==> src/hdl/jdg_pkg.sv <==
package jdg_pkg;

    localparam int DAY_NUM_W   = 23;
    localparam int YEAR_W      = 15;
    localparam int MONTH_W     = 4;
    localparam int DOM_W       = 5;
    localparam int PACK_W      = 28;
    localparam int IN_TDATA_W  = 24;
    localparam int OUT_TDATA_W = 56;
    localparam int OUT_PAD_W   = OUT_TDATA_W - YEAR_W - MONTH_W - DOM_W - PACK_W;
    localparam int STAGES      = 9;

    localparam int Q0_W   = 23;
    localparam int CENT_W = 8;
    localparam int Q1_W   = 16;
    localparam int YR4_W  = 7;
    localparam int Q2_W   = 10;
    localparam int MI_W   = 4;
    localparam int OFS_W  = 9;
    localparam int YY_FULL_W = 17;
    localparam int MD_W   = 11;

    localparam logic [DAY_NUM_W-1:0] JDN_MAX  = 23'd5373484;
    localparam logic [Q0_W-1:0]      JDN_BIAS = 23'd68569;

    // floor(a*x/d) as (x*rcp) >> shift, rcp = ceil(a*2^shift/d), exact for x < 2^shift/d
    localparam longint CENT_MUL   = 4;
    localparam longint CENT_DIV   = 146097;
    localparam int     CENT_SHIFT = 41;
    localparam int     CENT_RCP_W = 26;
    localparam logic [CENT_RCP_W-1:0] CENT_RCP =
        CENT_RCP_W'(((CENT_MUL << CENT_SHIFT) + CENT_DIV - 1) / CENT_DIV);

    localparam longint YR_MUL   = 4000;
    localparam longint YR_DIV   = 1461001;
    localparam int     YR_SHIFT = 37;
    localparam int     YR_RCP_W = 29;
    localparam logic [YR_RCP_W-1:0] YR_RCP =
        YR_RCP_W'(((YR_MUL << YR_SHIFT) + YR_DIV - 1) / YR_DIV);

    localparam longint MI_MUL   = 80;
    localparam longint MI_DIV   = 2447;
    localparam int     MI_SHIFT = 22;
    localparam int     MI_RCP_W = 18;
    localparam logic [MI_RCP_W-1:0] MI_RCP =
        MI_RCP_W'(((MI_MUL << MI_SHIFT) + MI_DIV - 1) / MI_DIV);

    localparam logic [CENT_W+2:0]  CENT_DAYS  = 11'd0;
    localparam logic [17:0]        CENT_DAYS4 = 18'd146097;
    localparam logic [10:0]        QUAD_DAYS  = 11'd1461;
    localparam logic [Q2_W-1:0]    MARCH_BIAS = 10'd31;
    localparam logic [MI_W-1:0]    MI_WRAP    = 4'd11;
    localparam logic [MI_W-1:0]    MI_TO_JAN  = 4'd10;
    localparam logic [MI_W-1:0]    MI_TO_MAR  = 4'd2;
    localparam logic [YR4_W-1:0]   CENT_YEARS = 7'd100;
    localparam logic [CENT_W-1:0]  CENT_BASE  = 8'd49;
    localparam logic [MONTH_W-1:0] MONTH_FIRST = 4'd1;
    localparam logic [MONTH_W-1:0] MONTH_LAST  = 4'd12;
    localparam logic [MONTH_W-1:0] FEB        = 4'd2;
    localparam logic signed [PACK_W-1:0] PACK_YEAR_SCALE = 28'sd10000;
    localparam logic [MD_W-1:0]    PACK_MONTH_SCALE = 11'd100;
    localparam logic signed [YY_FULL_W-1:0] YY_CENT_SCALE = 17'sd100;

    // (2447*mi)/80, the offset subtracted from the shifted day of year to give the day of month for shifted month mi
    function automatic logic [OFS_W-1:0] month_offset(input logic [MI_W-1:0] mi);
        logic [OFS_W-1:0] ofs;
        case (mi)
            4'd0:    ofs = 9'd0;
            4'd1:    ofs = 9'd30;
            4'd2:    ofs = 9'd61;
            4'd3:    ofs = 9'd91;
            4'd4:    ofs = 9'd122;
            4'd5:    ofs = 9'd152;
            4'd6:    ofs = 9'd183;
            4'd7:    ofs = 9'd214;
            4'd8:    ofs = 9'd244;
            4'd9:    ofs = 9'd275;
            4'd10:   ofs = 9'd305;
            4'd11:   ofs = 9'd336;
            4'd12:   ofs = 9'd367;
            4'd13:   ofs = 9'd397;
            4'd14:   ofs = 9'd428;
            4'd15:   ofs = 9'd458;
            default: ofs = 9'd0;
        endcase
        return ofs;
    endfunction

    function automatic logic [DOM_W-1:0] month_days(input logic [MONTH_W-1:0] mm,
                                                    input logic leap);
        logic [DOM_W-1:0] len;
        case (mm)
            4'd1, 4'd3, 4'd5, 4'd7, 4'd8, 4'd10, 4'd12: len = 5'd31;
            4'd4, 4'd6, 4'd9, 4'd11:                     len = 5'd30;
            FEB:                                         len = leap ? 5'd29 : 5'd28;
            default:                                     len = 5'd0;
        endcase
        return len;
    endfunction

endpackage

==> src/hdl/julian_day_to_gregorian_date.sv <==
// julian day number to gregorian date, nine register stages
// throughput: one date per cycle; a stall on the output side fills bubbles first,
// then holds every stage in place
// reset: rst_n clears the stage valid bits only, the pipeline comes up empty
module julian_day_to_gregorian_date
    import jdg_pkg::*;
(
    input  logic                   clk,
    input  logic                   rst_n,
    input  logic                   s_tvalid,
    output logic                   s_tready,
    input  logic [IN_TDATA_W-1:0]  s_tdata,   // [22:0] day_number
    output logic                   m_tvalid,
    input  logic                   m_tready,
    output logic [OUT_TDATA_W-1:0] m_tdata,   // [14:0] year, [18:15] month, [23:19] day,
                                              // [51:24] packed_date
    output logic                   m_tuser    // [0] date_valid
);

    logic [STAGES-1:0]        vld_reg;
    logic [STAGES-1:0]        vld_next;
    logic [STAGES-1:0]        en;
    logic signed [YEAR_W-1:0] year;
    logic [MONTH_W-1:0]       month;
    logic [DOM_W-1:0]         day;
    logic signed [PACK_W-1:0] packed_date;
    logic                     date_valid;

    // a stage may load when it is empty or its contents move on
    always_comb
    begin
        en[STAGES-1] = !vld_reg[STAGES-1] || m_tready;
        for (int i = STAGES - 2; i >= 0; i--)
        begin
            en[i] = !vld_reg[i] || en[i+1];
        end
        for (int i = 0; i < STAGES; i++)
        begin
            if (!en[i])
                vld_next[i] = vld_reg[i];
            else if (i == 0)
                vld_next[i] = s_tvalid;
            else
                vld_next[i] = vld_reg[i-1];
        end
    end

    always_ff @(posedge clk or negedge rst_n)
    begin
        if (!rst_n)
            vld_reg <= '0;
        else
            vld_reg <= vld_next;
    end

    jdg_datapath u_datapath (
        .clk         (clk),
        .en          (en),
        .day_number  (s_tdata[DAY_NUM_W-1:0]),
        .year        (year),
        .month       (month),
        .day         (day),
        .packed_date (packed_date),
        .date_valid  (date_valid)
    );

    assign s_tready = en[0];
    assign m_tvalid = vld_reg[STAGES-1];
    assign m_tdata  = {OUT_PAD_W'(0), packed_date, day, month, year};
    assign m_tuser  = date_valid;

    a_accept_fills_first_stage: assert property (@(posedge clk) disable iff (!rst_n)
        s_tvalid && s_tready |=> vld_reg[0])
        else $error("accepted transfer did not enter the pipeline");

    a_invalid_packs_zero: assert property (@(posedge clk) disable iff (!rst_n)
        m_tvalid && !m_tuser |-> packed_date == '0)
        else $error("rejected date with nonzero packed value");

    a_valid_fields_in_range: assert property (@(posedge clk) disable iff (!rst_n)
        m_tvalid && m_tuser |-> month >= MONTH_FIRST && month <= MONTH_LAST
                                && day != '0 && packed_date != '0)
        else $error("valid date with bad month, day or packed value");

    a_stalled_stage_keeps_item: assert property (@(posedge clk) disable iff (!rst_n)
        vld_reg[STAGES-2] && !en[STAGES-2] |=> vld_reg[STAGES-2] && vld_reg[STAGES-1])
        else $error("stalled stage lost its item");

endmodule

==> src/hdl/jdg_datapath.sv <==
module jdg_datapath
    import jdg_pkg::*;
(
    input  logic                        clk,
    input  logic [STAGES-1:0]           en,
    input  logic [DAY_NUM_W-1:0]        day_number,
    output logic signed [YEAR_W-1:0]    year,
    output logic [MONTH_W-1:0]          month,
    output logic [DOM_W-1:0]            day,
    output logic signed [PACK_W-1:0]    packed_date,
    output logic                        date_valid
);

    // stage 1: bias and range check
    logic                    s1_inr_reg;
    logic [Q0_W-1:0]         s1_q0_reg;
    logic                    s1_inr_next;
    logic [Q0_W-1:0]         s1_q0_next;

    // stage 2: century estimate
    logic                    s2_inr_reg;
    logic [Q0_W-1:0]         s2_q0_reg;
    logic [CENT_W-1:0]       s2_cent_reg;
    logic [Q0_W+CENT_RCP_W-1:0] s2_prod;
    logic [CENT_W-1:0]       s2_cent_next;

    // stage 3: days within century
    logic                    s3_inr_reg;
    logic [CENT_W-1:0]       s3_cent_reg;
    logic [Q1_W-1:0]         s3_q1_reg;
    logic [Q0_W+1:0]         s3_sub;
    logic [Q1_W-1:0]         s3_q1_next;

    // stage 4: year within century
    logic                    s4_inr_reg;
    logic [CENT_W-1:0]       s4_cent_reg;
    logic [Q1_W-1:0]         s4_q1_reg;
    logic [YR4_W-1:0]        s4_yr4_reg;
    logic [Q1_W+YR_RCP_W-1:0] s4_prod;
    logic [YR4_W-1:0]        s4_yr4_next;

    // stage 5: day of shifted year
    logic                    s5_inr_reg;
    logic [CENT_W-1:0]       s5_cent_reg;
    logic [YR4_W-1:0]        s5_yr4_reg;
    logic [Q2_W-1:0]         s5_q2_reg;
    logic [17:0]             s5_sub;
    logic [Q2_W-1:0]         s5_q2_next;

    // stage 6: shifted month
    logic                    s6_inr_reg;
    logic [CENT_W-1:0]       s6_cent_reg;
    logic [YR4_W-1:0]        s6_yr4_reg;
    logic [Q2_W-1:0]         s6_q2_reg;
    logic [MI_W-1:0]         s6_mi_reg;
    logic [Q2_W+MI_RCP_W-1:0] s6_prod;
    logic [MI_W-1:0]         s6_mi_next;

    // stage 7: calendar fields and leap flag
    logic                    s7_inr_reg;
    logic signed [YEAR_W-1:0] s7_yy_reg;
    logic [MONTH_W-1:0]      s7_mm_reg;
    logic [DOM_W-1:0]        s7_dd_reg;
    logic                    s7_leap_reg;
    logic                    s7_carry;
    logic [YR4_W-1:0]        s7_r;
    logic [1:0]              s7_c100_lo;
    logic [Q2_W-1:0]         s7_dd_full;
    logic signed [YY_FULL_W-1:0] s7_yy_full;
    logic signed [YEAR_W-1:0] s7_yy_next;
    logic [MONTH_W-1:0]      s7_mm_next;
    logic [DOM_W-1:0]        s7_dd_next;
    logic                    s7_leap_next;

    // stage 8: check and year scaling
    logic                    s8_inr_reg;
    logic signed [YEAR_W-1:0] s8_yy_reg;
    logic [MONTH_W-1:0]      s8_mm_reg;
    logic [DOM_W-1:0]        s8_dd_reg;
    logic                    s8_ok_reg;
    logic signed [PACK_W-1:0] s8_yy10k_reg;
    logic                    s8_ok_next;
    logic signed [PACK_W-1:0] s8_yy10k_next;

    // stage 9: output register
    logic signed [YEAR_W-1:0] out_year_reg;
    logic [MONTH_W-1:0]      out_month_reg;
    logic [DOM_W-1:0]        out_day_reg;
    logic signed [PACK_W-1:0] out_packed_reg;
    logic                    out_valid_reg;
    logic [MD_W-1:0]         s9_md;
    logic signed [YEAR_W-1:0] out_year_next;
    logic [MONTH_W-1:0]      out_month_next;
    logic [DOM_W-1:0]        out_day_next;
    logic signed [PACK_W-1:0] out_packed_next;
    logic                    out_valid_next;

    always_comb
    begin
        s1_inr_next = (day_number <= JDN_MAX);
        s1_q0_next  = Q0_W'(day_number + JDN_BIAS);

        s2_prod      = (Q0_W+CENT_RCP_W)'(s1_q0_reg) * (Q0_W+CENT_RCP_W)'(CENT_RCP);
        s2_cent_next = s2_prod[CENT_SHIFT+CENT_W-1:CENT_SHIFT];

        s3_sub     = ((Q0_W+2)'(s2_cent_reg) * (Q0_W+2)'(CENT_DAYS4) + (Q0_W+2)'(3)) >> 2;
        s3_q1_next = Q1_W'((Q0_W+2)'(s2_q0_reg) - s3_sub);

        s4_prod     = (Q1_W+YR_RCP_W)'(Q1_W'(s3_q1_reg + Q1_W'(1)))
                      * (Q1_W+YR_RCP_W)'(YR_RCP);
        s4_yr4_next = s4_prod[YR_SHIFT+YR4_W-1:YR_SHIFT];

        s5_sub     = (18'(s4_yr4_reg) * 18'(QUAD_DAYS)) >> 2;
        s5_q2_next = Q2_W'(18'(s4_q1_reg) + 18'(MARCH_BIAS) - s5_sub);

        s6_prod    = (Q2_W+MI_RCP_W)'(s5_q2_reg) * (Q2_W+MI_RCP_W)'(MI_RCP);
        s6_mi_next = s6_prod[MI_SHIFT+MI_W-1:MI_SHIFT];

        s7_carry     = (s6_mi_reg >= MI_WRAP);
        s7_dd_full   = s6_q2_reg - Q2_W'(month_offset(s6_mi_reg));
        s7_dd_next   = s7_dd_full[DOM_W-1:0];
        s7_mm_next   = s7_carry ? MONTH_W'(s6_mi_reg - MI_TO_JAN)
                                : MONTH_W'(s6_mi_reg + MI_TO_MAR);
        s7_r         = s6_yr4_reg + YR4_W'(s7_carry);
        s7_yy_full   = YY_CENT_SCALE
                       * ($signed(YY_FULL_W'(s6_cent_reg)) - $signed(YY_FULL_W'(CENT_BASE)))
                       + $signed(YY_FULL_W'(s7_r));
        s7_yy_next   = s7_yy_full[YEAR_W-1:0];
        // century years are leap only when the century count is a multiple of four
        s7_c100_lo   = s6_cent_reg[1:0] - CENT_BASE[1:0] + 2'(s7_r == CENT_YEARS);
        s7_leap_next = (s7_r[1:0] == 2'd0)
                       && (((s7_r != '0) && (s7_r != CENT_YEARS)) || (s7_c100_lo == 2'd0));

        s8_ok_next    = (s7_mm_reg >= MONTH_FIRST) && (s7_mm_reg <= MONTH_LAST)
                        && (s7_dd_reg != '0)
                        && (s7_dd_reg <= month_days(s7_mm_reg, s7_leap_reg));
        s8_yy10k_next = PACK_W'($signed({{(PACK_W-YEAR_W){s7_yy_reg[YEAR_W-1]}}, s7_yy_reg})
                                * PACK_YEAR_SCALE);

        s9_md = MD_W'(s8_mm_reg) * PACK_MONTH_SCALE + MD_W'(s8_dd_reg);
        if (s8_inr_reg)
        begin
            out_year_next   = s8_yy_reg;
            out_month_next  = s8_mm_reg;
            out_day_next    = s8_dd_reg;
            out_valid_next  = s8_ok_reg;
            out_packed_next = s8_ok_reg ? s8_yy10k_reg + $signed(PACK_W'(s9_md)) : '0;
        end
        else
        begin
            out_year_next   = '0;
            out_month_next  = '0;
            out_day_next    = '0;
            out_valid_next  = 1'b0;
            out_packed_next = '0;
        end
    end

    always_ff @(posedge clk)
    begin
        if (en[0])
        begin
            s1_inr_reg <= s1_inr_next;
            s1_q0_reg  <= s1_q0_next;
        end
        if (en[1])
        begin
            s2_inr_reg  <= s1_inr_reg;
            s2_q0_reg   <= s1_q0_reg;
            s2_cent_reg <= s2_cent_next;
        end
        if (en[2])
        begin
            s3_inr_reg  <= s2_inr_reg;
            s3_cent_reg <= s2_cent_reg;
            s3_q1_reg   <= s3_q1_next;
        end
        if (en[3])
        begin
            s4_inr_reg  <= s3_inr_reg;
            s4_cent_reg <= s3_cent_reg;
            s4_q1_reg   <= s3_q1_reg;
            s4_yr4_reg  <= s4_yr4_next;
        end
        if (en[4])
        begin
            s5_inr_reg  <= s4_inr_reg;
            s5_cent_reg <= s4_cent_reg;
            s5_yr4_reg  <= s4_yr4_reg;
            s5_q2_reg   <= s5_q2_next;
        end
        if (en[5])
        begin
            s6_inr_reg  <= s5_inr_reg;
            s6_cent_reg <= s5_cent_reg;
            s6_yr4_reg  <= s5_yr4_reg;
            s6_q2_reg   <= s5_q2_reg;
            s6_mi_reg   <= s6_mi_next;
        end
        if (en[6])
        begin
            s7_inr_reg  <= s6_inr_reg;
            s7_yy_reg   <= s7_yy_next;
            s7_mm_reg   <= s7_mm_next;
            s7_dd_reg   <= s7_dd_next;
            s7_leap_reg <= s7_leap_next;
        end
        if (en[7])
        begin
            s8_inr_reg   <= s7_inr_reg;
            s8_yy_reg    <= s7_yy_reg;
            s8_mm_reg    <= s7_mm_reg;
            s8_dd_reg    <= s7_dd_reg;
            s8_ok_reg    <= s8_ok_next;
            s8_yy10k_reg <= s8_yy10k_next;
        end
        if (en[8])
        begin
            out_year_reg   <= out_year_next;
            out_month_reg  <= out_month_next;
            out_day_reg    <= out_day_next;
            out_packed_reg <= out_packed_next;
            out_valid_reg  <= out_valid_next;
        end
    end

    assign year        = out_year_reg;
    assign month       = out_month_reg;
    assign day         = out_day_reg;
    assign packed_date = out_packed_reg;
    assign date_valid  = out_valid_reg;

endmodule

==> config.mk <==
export PLATFORM = sky130hd
export DESIGN_NAME = julian_day_to_gregorian_date
export DESIGN_NICKNAME = d
export VERILOG_FILES = /design/src/hdl/jdg_pkg.sv /design/src/hdl/julian_day_to_gregorian_date.sv /design/src/hdl/jdg_datapath.sv
export SDC_FILE = /design/constraint.sdc
export NUM_CORES = 2
export LEC_CHECK = 0
export BUFFER_PORTS_ARGS = -buffer_cell sky130_fd_sc_hd__clkbuf_2
export CAP_MARGIN = 20
export CORE_MARGIN = 4
export CORE_UTILIZATION = 60
export DETAILED_ROUTE_END_ITERATION = 8
export PLACE_DENSITY = 0.77
export SYNTH_ARGS = -nofsm -noshare
export SYNTH_HDL_FRONTEND = slang
export SYNTH_HIERARCHICAL = 1
export SYNTH_SLANG_ARGS = --single-unit
==> constraint.sdc <==
create_clock -name clk -period 13.13 [get_ports clk]
set_input_delay 2.626 -clock clk [delete_from_list [all_inputs] [get_ports clk]]
set_output_delay 2.626 -clock clk [all_outputs]
set_load 0.01 [all_outputs]
# Word level (Yosys, flattened, before mapping)
# Memory sizes are Yosys's and may differ from the RTL's. A register that Yosys moved wholly into a read port is not among the register bits.
# Cells that the tools add are included.
# word_totals
register_bits	289
romBits	144
in_bits	28
out_inout_bits	59
elab_cells	125
n_memories	1
# mem_list
name	words	word_bits	read_ports	rd_ports_with_merged_regs	wr	line_no	text
(no name shown)	16	9	1	1	0	jdg_pkg.sv:67	case (mi)
# op_classes
addsub	16
mul	8
magnitude_cmp	5
n_eq_ne	14
muxes	4
n_reduce_logical	31
# ops
cell	count
23-bit by 24-bit multiplier with 47-bit output, second input constant	1
16-bit by 28-bit multiplier with 43-bit output, second input constant	1
28-bit by 11-bit adder with 28-bit output	1
10-bit by 18-bit multiplier with 26-bit output, second input constant	1
15-bit by 11-bit multiplier with 24-bit output, second input constant	1
23-bit by 17-bit adder with 23-bit output, second input constant	1
23-bit less-or-equal comparator, second input constant	1
4-bit == test, second input constant	5
18-bit by 2-bit adder with 18-bit output, second input constant	1
8-bit by 18-bit multiplier with 18-bit output, second input constant	1
6-bit by 17-bit multiplier with 13-bit output, first input constant	1
16-bit by 1-bit adder with 16-bit output, second input constant	1
4-bit by 3-bit == test with 1-bit output, second input constant	4
16-bit subtractor	1
15-bit by 8-bit adder with 15-bit output	1
5-bit case mux with 3 select lines	1
7-bit by 11-bit multiplier with 12-bit output, second input constant	1
11-bit by 5-bit adder with 11-bit output	1
10-bit by 5-bit adder with 10-bit output, second input constant	1
1-bit logical OR	10
10-bit subtractor	1
1-bit logical NOT	9
4-bit by 5-bit multiplier with 9-bit output, second input constant	1
8-bit by 6-bit subtractor with 9-bit output, second input constant	1
23 further kinds	30

# Longest topological paths before layout
# depth
depth_word	10
mapped_depth	32
depth_no_buf	32

# Modules after synthesis
# Netlist, hierarchy kept.
# by_module_without_submodules
mod	instances	cells_each	area_per_inst_um2	seq_area_each_um2
jdg_datapath	1	3267	36714.0	8388.0
julian_day_to_gregorian_date	1	37	424.2	225.2

# Least setup slack after synthesis
# No wires, ideal clock.
# synth_path
path_kind	reg2reg
startpoint	register u_datapath.s3_q1_reg[0]
endpoint	register u_datapath.s4_yr4_reg[6], data pin
t_arrival_ns	7.394
slack_ns	5.476
path_stages_with_launch	29
n_path_buf	0
path_cell_list	edfxtp_1 ha_1 and3_1 and3_1 nand2_1 nor2_1 xnor2_1 inv_1 ha_1 inv_1 ha_1 inv_1 fa_1 inv_1 fa_1 fa_1 inv_1 fa_1 fa_1 inv_1 ha_1 a21oi_1 o211ai_1 a2111oi_1 a211oi_1 a2111oi_2 o31ai_1 a21oi_1 xnor2_1
# synth_between
elab_chain_len	2
# synth_lines
item	line_no	text
start: declaration	jdg_datapath.sv:30	logic [Q1_W-1:0] s3_q1_reg;
start signal: assignment	jdg_datapath.sv:176	s3_q1_reg <= s3_q1_next;
16-bit by 1-bit adder with 16-bit output	jdg_datapath.sv:109	s4_prod = (Q1_W+YR_RCP_W)'(Q1_W'(s3_q1_reg + Q1_W'(1)))
16-bit by 28-bit multiplier with 43-bit output	jdg_datapath.sv:110	* (Q1_W+YR_RCP_W)'(YR_RCP);
net u_datapath.s4_prod[43]	jdg_datapath.sv:39	logic [Q1_W+YR_RCP_W-1:0] s4_prod;
end signal: assignment	jdg_datapath.sv:183	s4_yr4_reg <= s4_yr4_next;
end: declaration	jdg_datapath.sv:38	logic [YR4_W-1:0] s4_yr4_reg;
# The timed path passes the listed nets, and every way through them passes these cells.
# A chain may end at the register's enable or synchronous reset.

# Final worst setup path
# layout_path
startpoint	register u_datapath.s3_q1_reg[3]
endpoint	register u_datapath.s4_yr4_reg[6], data pin
# Same word-level chain as after synthesis.

==> run metrics <==
status=completed; register area=8610 sq um; Worst path max stage delay=0.61 ns; netlist area before placement=37100 sq um; reported max-cap violation count=0; fraction of registers with async set or reset after synthesis=3.10%; RSZ-0062 raised after global routing=false; maximum number of pins on one net before global-route repair=54; data required time at the worst endpoint=13.48 ns; time the final worst path needs with I/O delays and setup=8.56 ns; element type at the critical path end=register; max-slew headroom at the worst pin=35.6%; final antenna-violating net count=0; area growth from synthesis to final layout=6.68%; fraction of post-synthesis cell area in the top cell type by area=28.1%; commonest cells in the netlist=inv_1 (888), ha_1 (706), fa_1 (521), edfxtp_1 (276), xnor2_1 (124); most frequent cell after synthesis=inv_1; row count=90; number of global-route vias before repair=24600; vertical die dimension=257 microns; clock-pin slew on the worst setup and hold paths=0.06 ns; placed cell count=4169; Cell Count, Final, Fillers Out=4227; synthesized instance count=3304; per-instance average area after synthesis=11.2 sq um; fraction of final layout cells sized beyond drive strength 1=4.88%; number of top-level pins=87; Antenna diodes=0; sum of overflow across all layers after global routing=0; number of flip-flops in the largest register=28; cell taking the most area after synthesis=fa_1; Post-synth EDFFs=276; Synth warnings=6; Synth area leaders=fa_1 (28%), ha_1 (24%), edfxtp_1 (22%), inv_1 (9.0%), xnor2_1 (2.9%); number of unique standard cell types used by synthesis=78; flip-flop and latch count after synthesis=290; initial antenna violation count=0; worst-margin pin slew=0.965 ns; Core Region=60800 sq um; number of buffers inserted by post-CTS setup repair=0; area of the die=65900 sq um; vias=22500; htree depth=1; DP Area=38600 sq um; fillcell total=4592; clock network latency to the later pin of the worst-skew pair=0.59 ns; sequential-to-total area share from yosys stat=23.2%; data arrival time of the worst path=8.91 ns; combined global-route utilization of all metal layers=22.3%; average routed wire per standard cell=16.5 microns; Die Wd=257 microns; area of all placed cells without fillers=39600 sq um; Total Negative Setup Slacks=0 ns; root buffer selected by CTS=clkbuf_16; Final Wtd Congestion=0.945; post-detailed-routing wire length=69.9 mm; HP Class=register to register; Final Hold Fails=0; part of the cycle the worst path needs=65.2%; CP startpoint kind=register; IO Port Bufs=81; sink count of the clock tree=290; Synth Flop Type=edfxtp_1; average vias per placed instance=5.33; fmax=117 MHz; cell with the biggest individual delay on the critical path=a41oi_1; r2r setup slk=4.57 ns; total setup violations reported at the end of the flow=0; multi-input combinational cell area=25100 sq um; Post-CTS Hold Fix Bufs=0; worst-case clock skew=0.00988 ns; cts bufs inserted=31; post-route DRC violation count=0; Critical Setup Path Class=register to register; first-pass GRT wire length=120 mm; # nets final=4676; DRT Pass-1 Iters=7; CTS tree=built; initial standard-cell utilization of the core=61.1%; post-DP HPWL=59.9 mm; worst-case clock buffer depth=3; number of DRC markers in iteration 0=999; final count of pins violating max slew=0; peak fanout along the critical path=6; count of instances resized after the clock tree is built=0
path summary, 6_finish.rpt:
path	from	endpoint	cells after the start
worst max-delay path	u_datapath/s3_q1_reg[3]	u_datapath/s4_yr4_reg[6]	28
worst min-delay path	u_datapath/s5_yr4_reg[2]	u_datapath/s6_yr4_reg[2]	0
worst max register to register	u_datapath/s3_q1_reg[3]	u_datapath/s4_yr4_reg[6]	28
worst min register to register	u_datapath/s5_yr4_reg[2]	u_datapath/s6_yr4_reg[2]	0
max in group asynchronous	rst_n	vld_reg[6]	1
min in group asynchronous	rst_n	vld_reg[5]	1
cell type report:
cell class	instances	share of cell area, %
multi-input cells	2113	63.4
flip-flops and latches	290	21.7
inverters	888	8.41
well taps	782	2.47
clock buffers	33	1.98
repair buffers	97	1.38
clock inverters	24	0.638
per-layer routing:
layer  GRT usage [%]  up-vias  part of all wire (%)
li1                -    10900                     -
met1            28.4    11000                    42
met2            39.7      441                    50
met3            3.62      135                   4.8
met4            6.17        0                   3.0
met5               0        -                     0
kinds of logic (layout without fill, tap and decap cells):
logic type	Yosys count	in the layout	share of synthesized area [%]
AND/OR/NAND/NOR	353	353	4.93
AO/OA/AOI/OAI	321	321	5.73
adder cells (fa/ha/maj)	1227	1227	51.9
other	1	4	0.0101
multiplexers	10	10	0.313
buffers and inverters	904	1042	9.22
XOR/XNOR	198	198	4.73
flip-flops	290	290	23.2
critical path, delay by kind of cell, from the launching register on:
kind                       cells  cell delay, ns
AOI/OAI and AO/OA              9            2.42
xor gates and xnor gates       3            0.71
adders and majority gates      8            3.19
and+or+nand+nor                5            1.14
DFF                            1            0.50
buffers and inverters          3            0.36
cell usage in the layout, fill, tap and decap left out, types with 39 or more instances in the layout:
cell type,netlist,final
nand2_1,56,56
xor2_1,72,72
edfxtp_1,276,276
fa_1,521,521
a21oi_1,105,105
nand3_1,48,48
clkbuf_2,0,81
ha_1,706,706
inv_1,888,888
xnor2_1,124,124
o21ai_0,39,39
nor2_1,93,93
a21o_1,56,56
metrics by stage:
| step | utilization, % | setup WS, ns | hold slack, ns |
|---|---|---|---|
| detailed placement | 63.4 | 4.70 | 0.405 |
| floorplan | - | 5.48 | 0.400 |
| finish | 65.2 | 4.57 | 0.416 |
| global route | 65.2 | 4.17 | 0.416 |
| CTS | 65.1 | 4.63 | 0.403 |
| global placement | 63.4 | 4.89 | 0.400 |
Power is not shown: default switching activity piles up to over one toggle a cycle in this logic, so the estimate is an artifact.
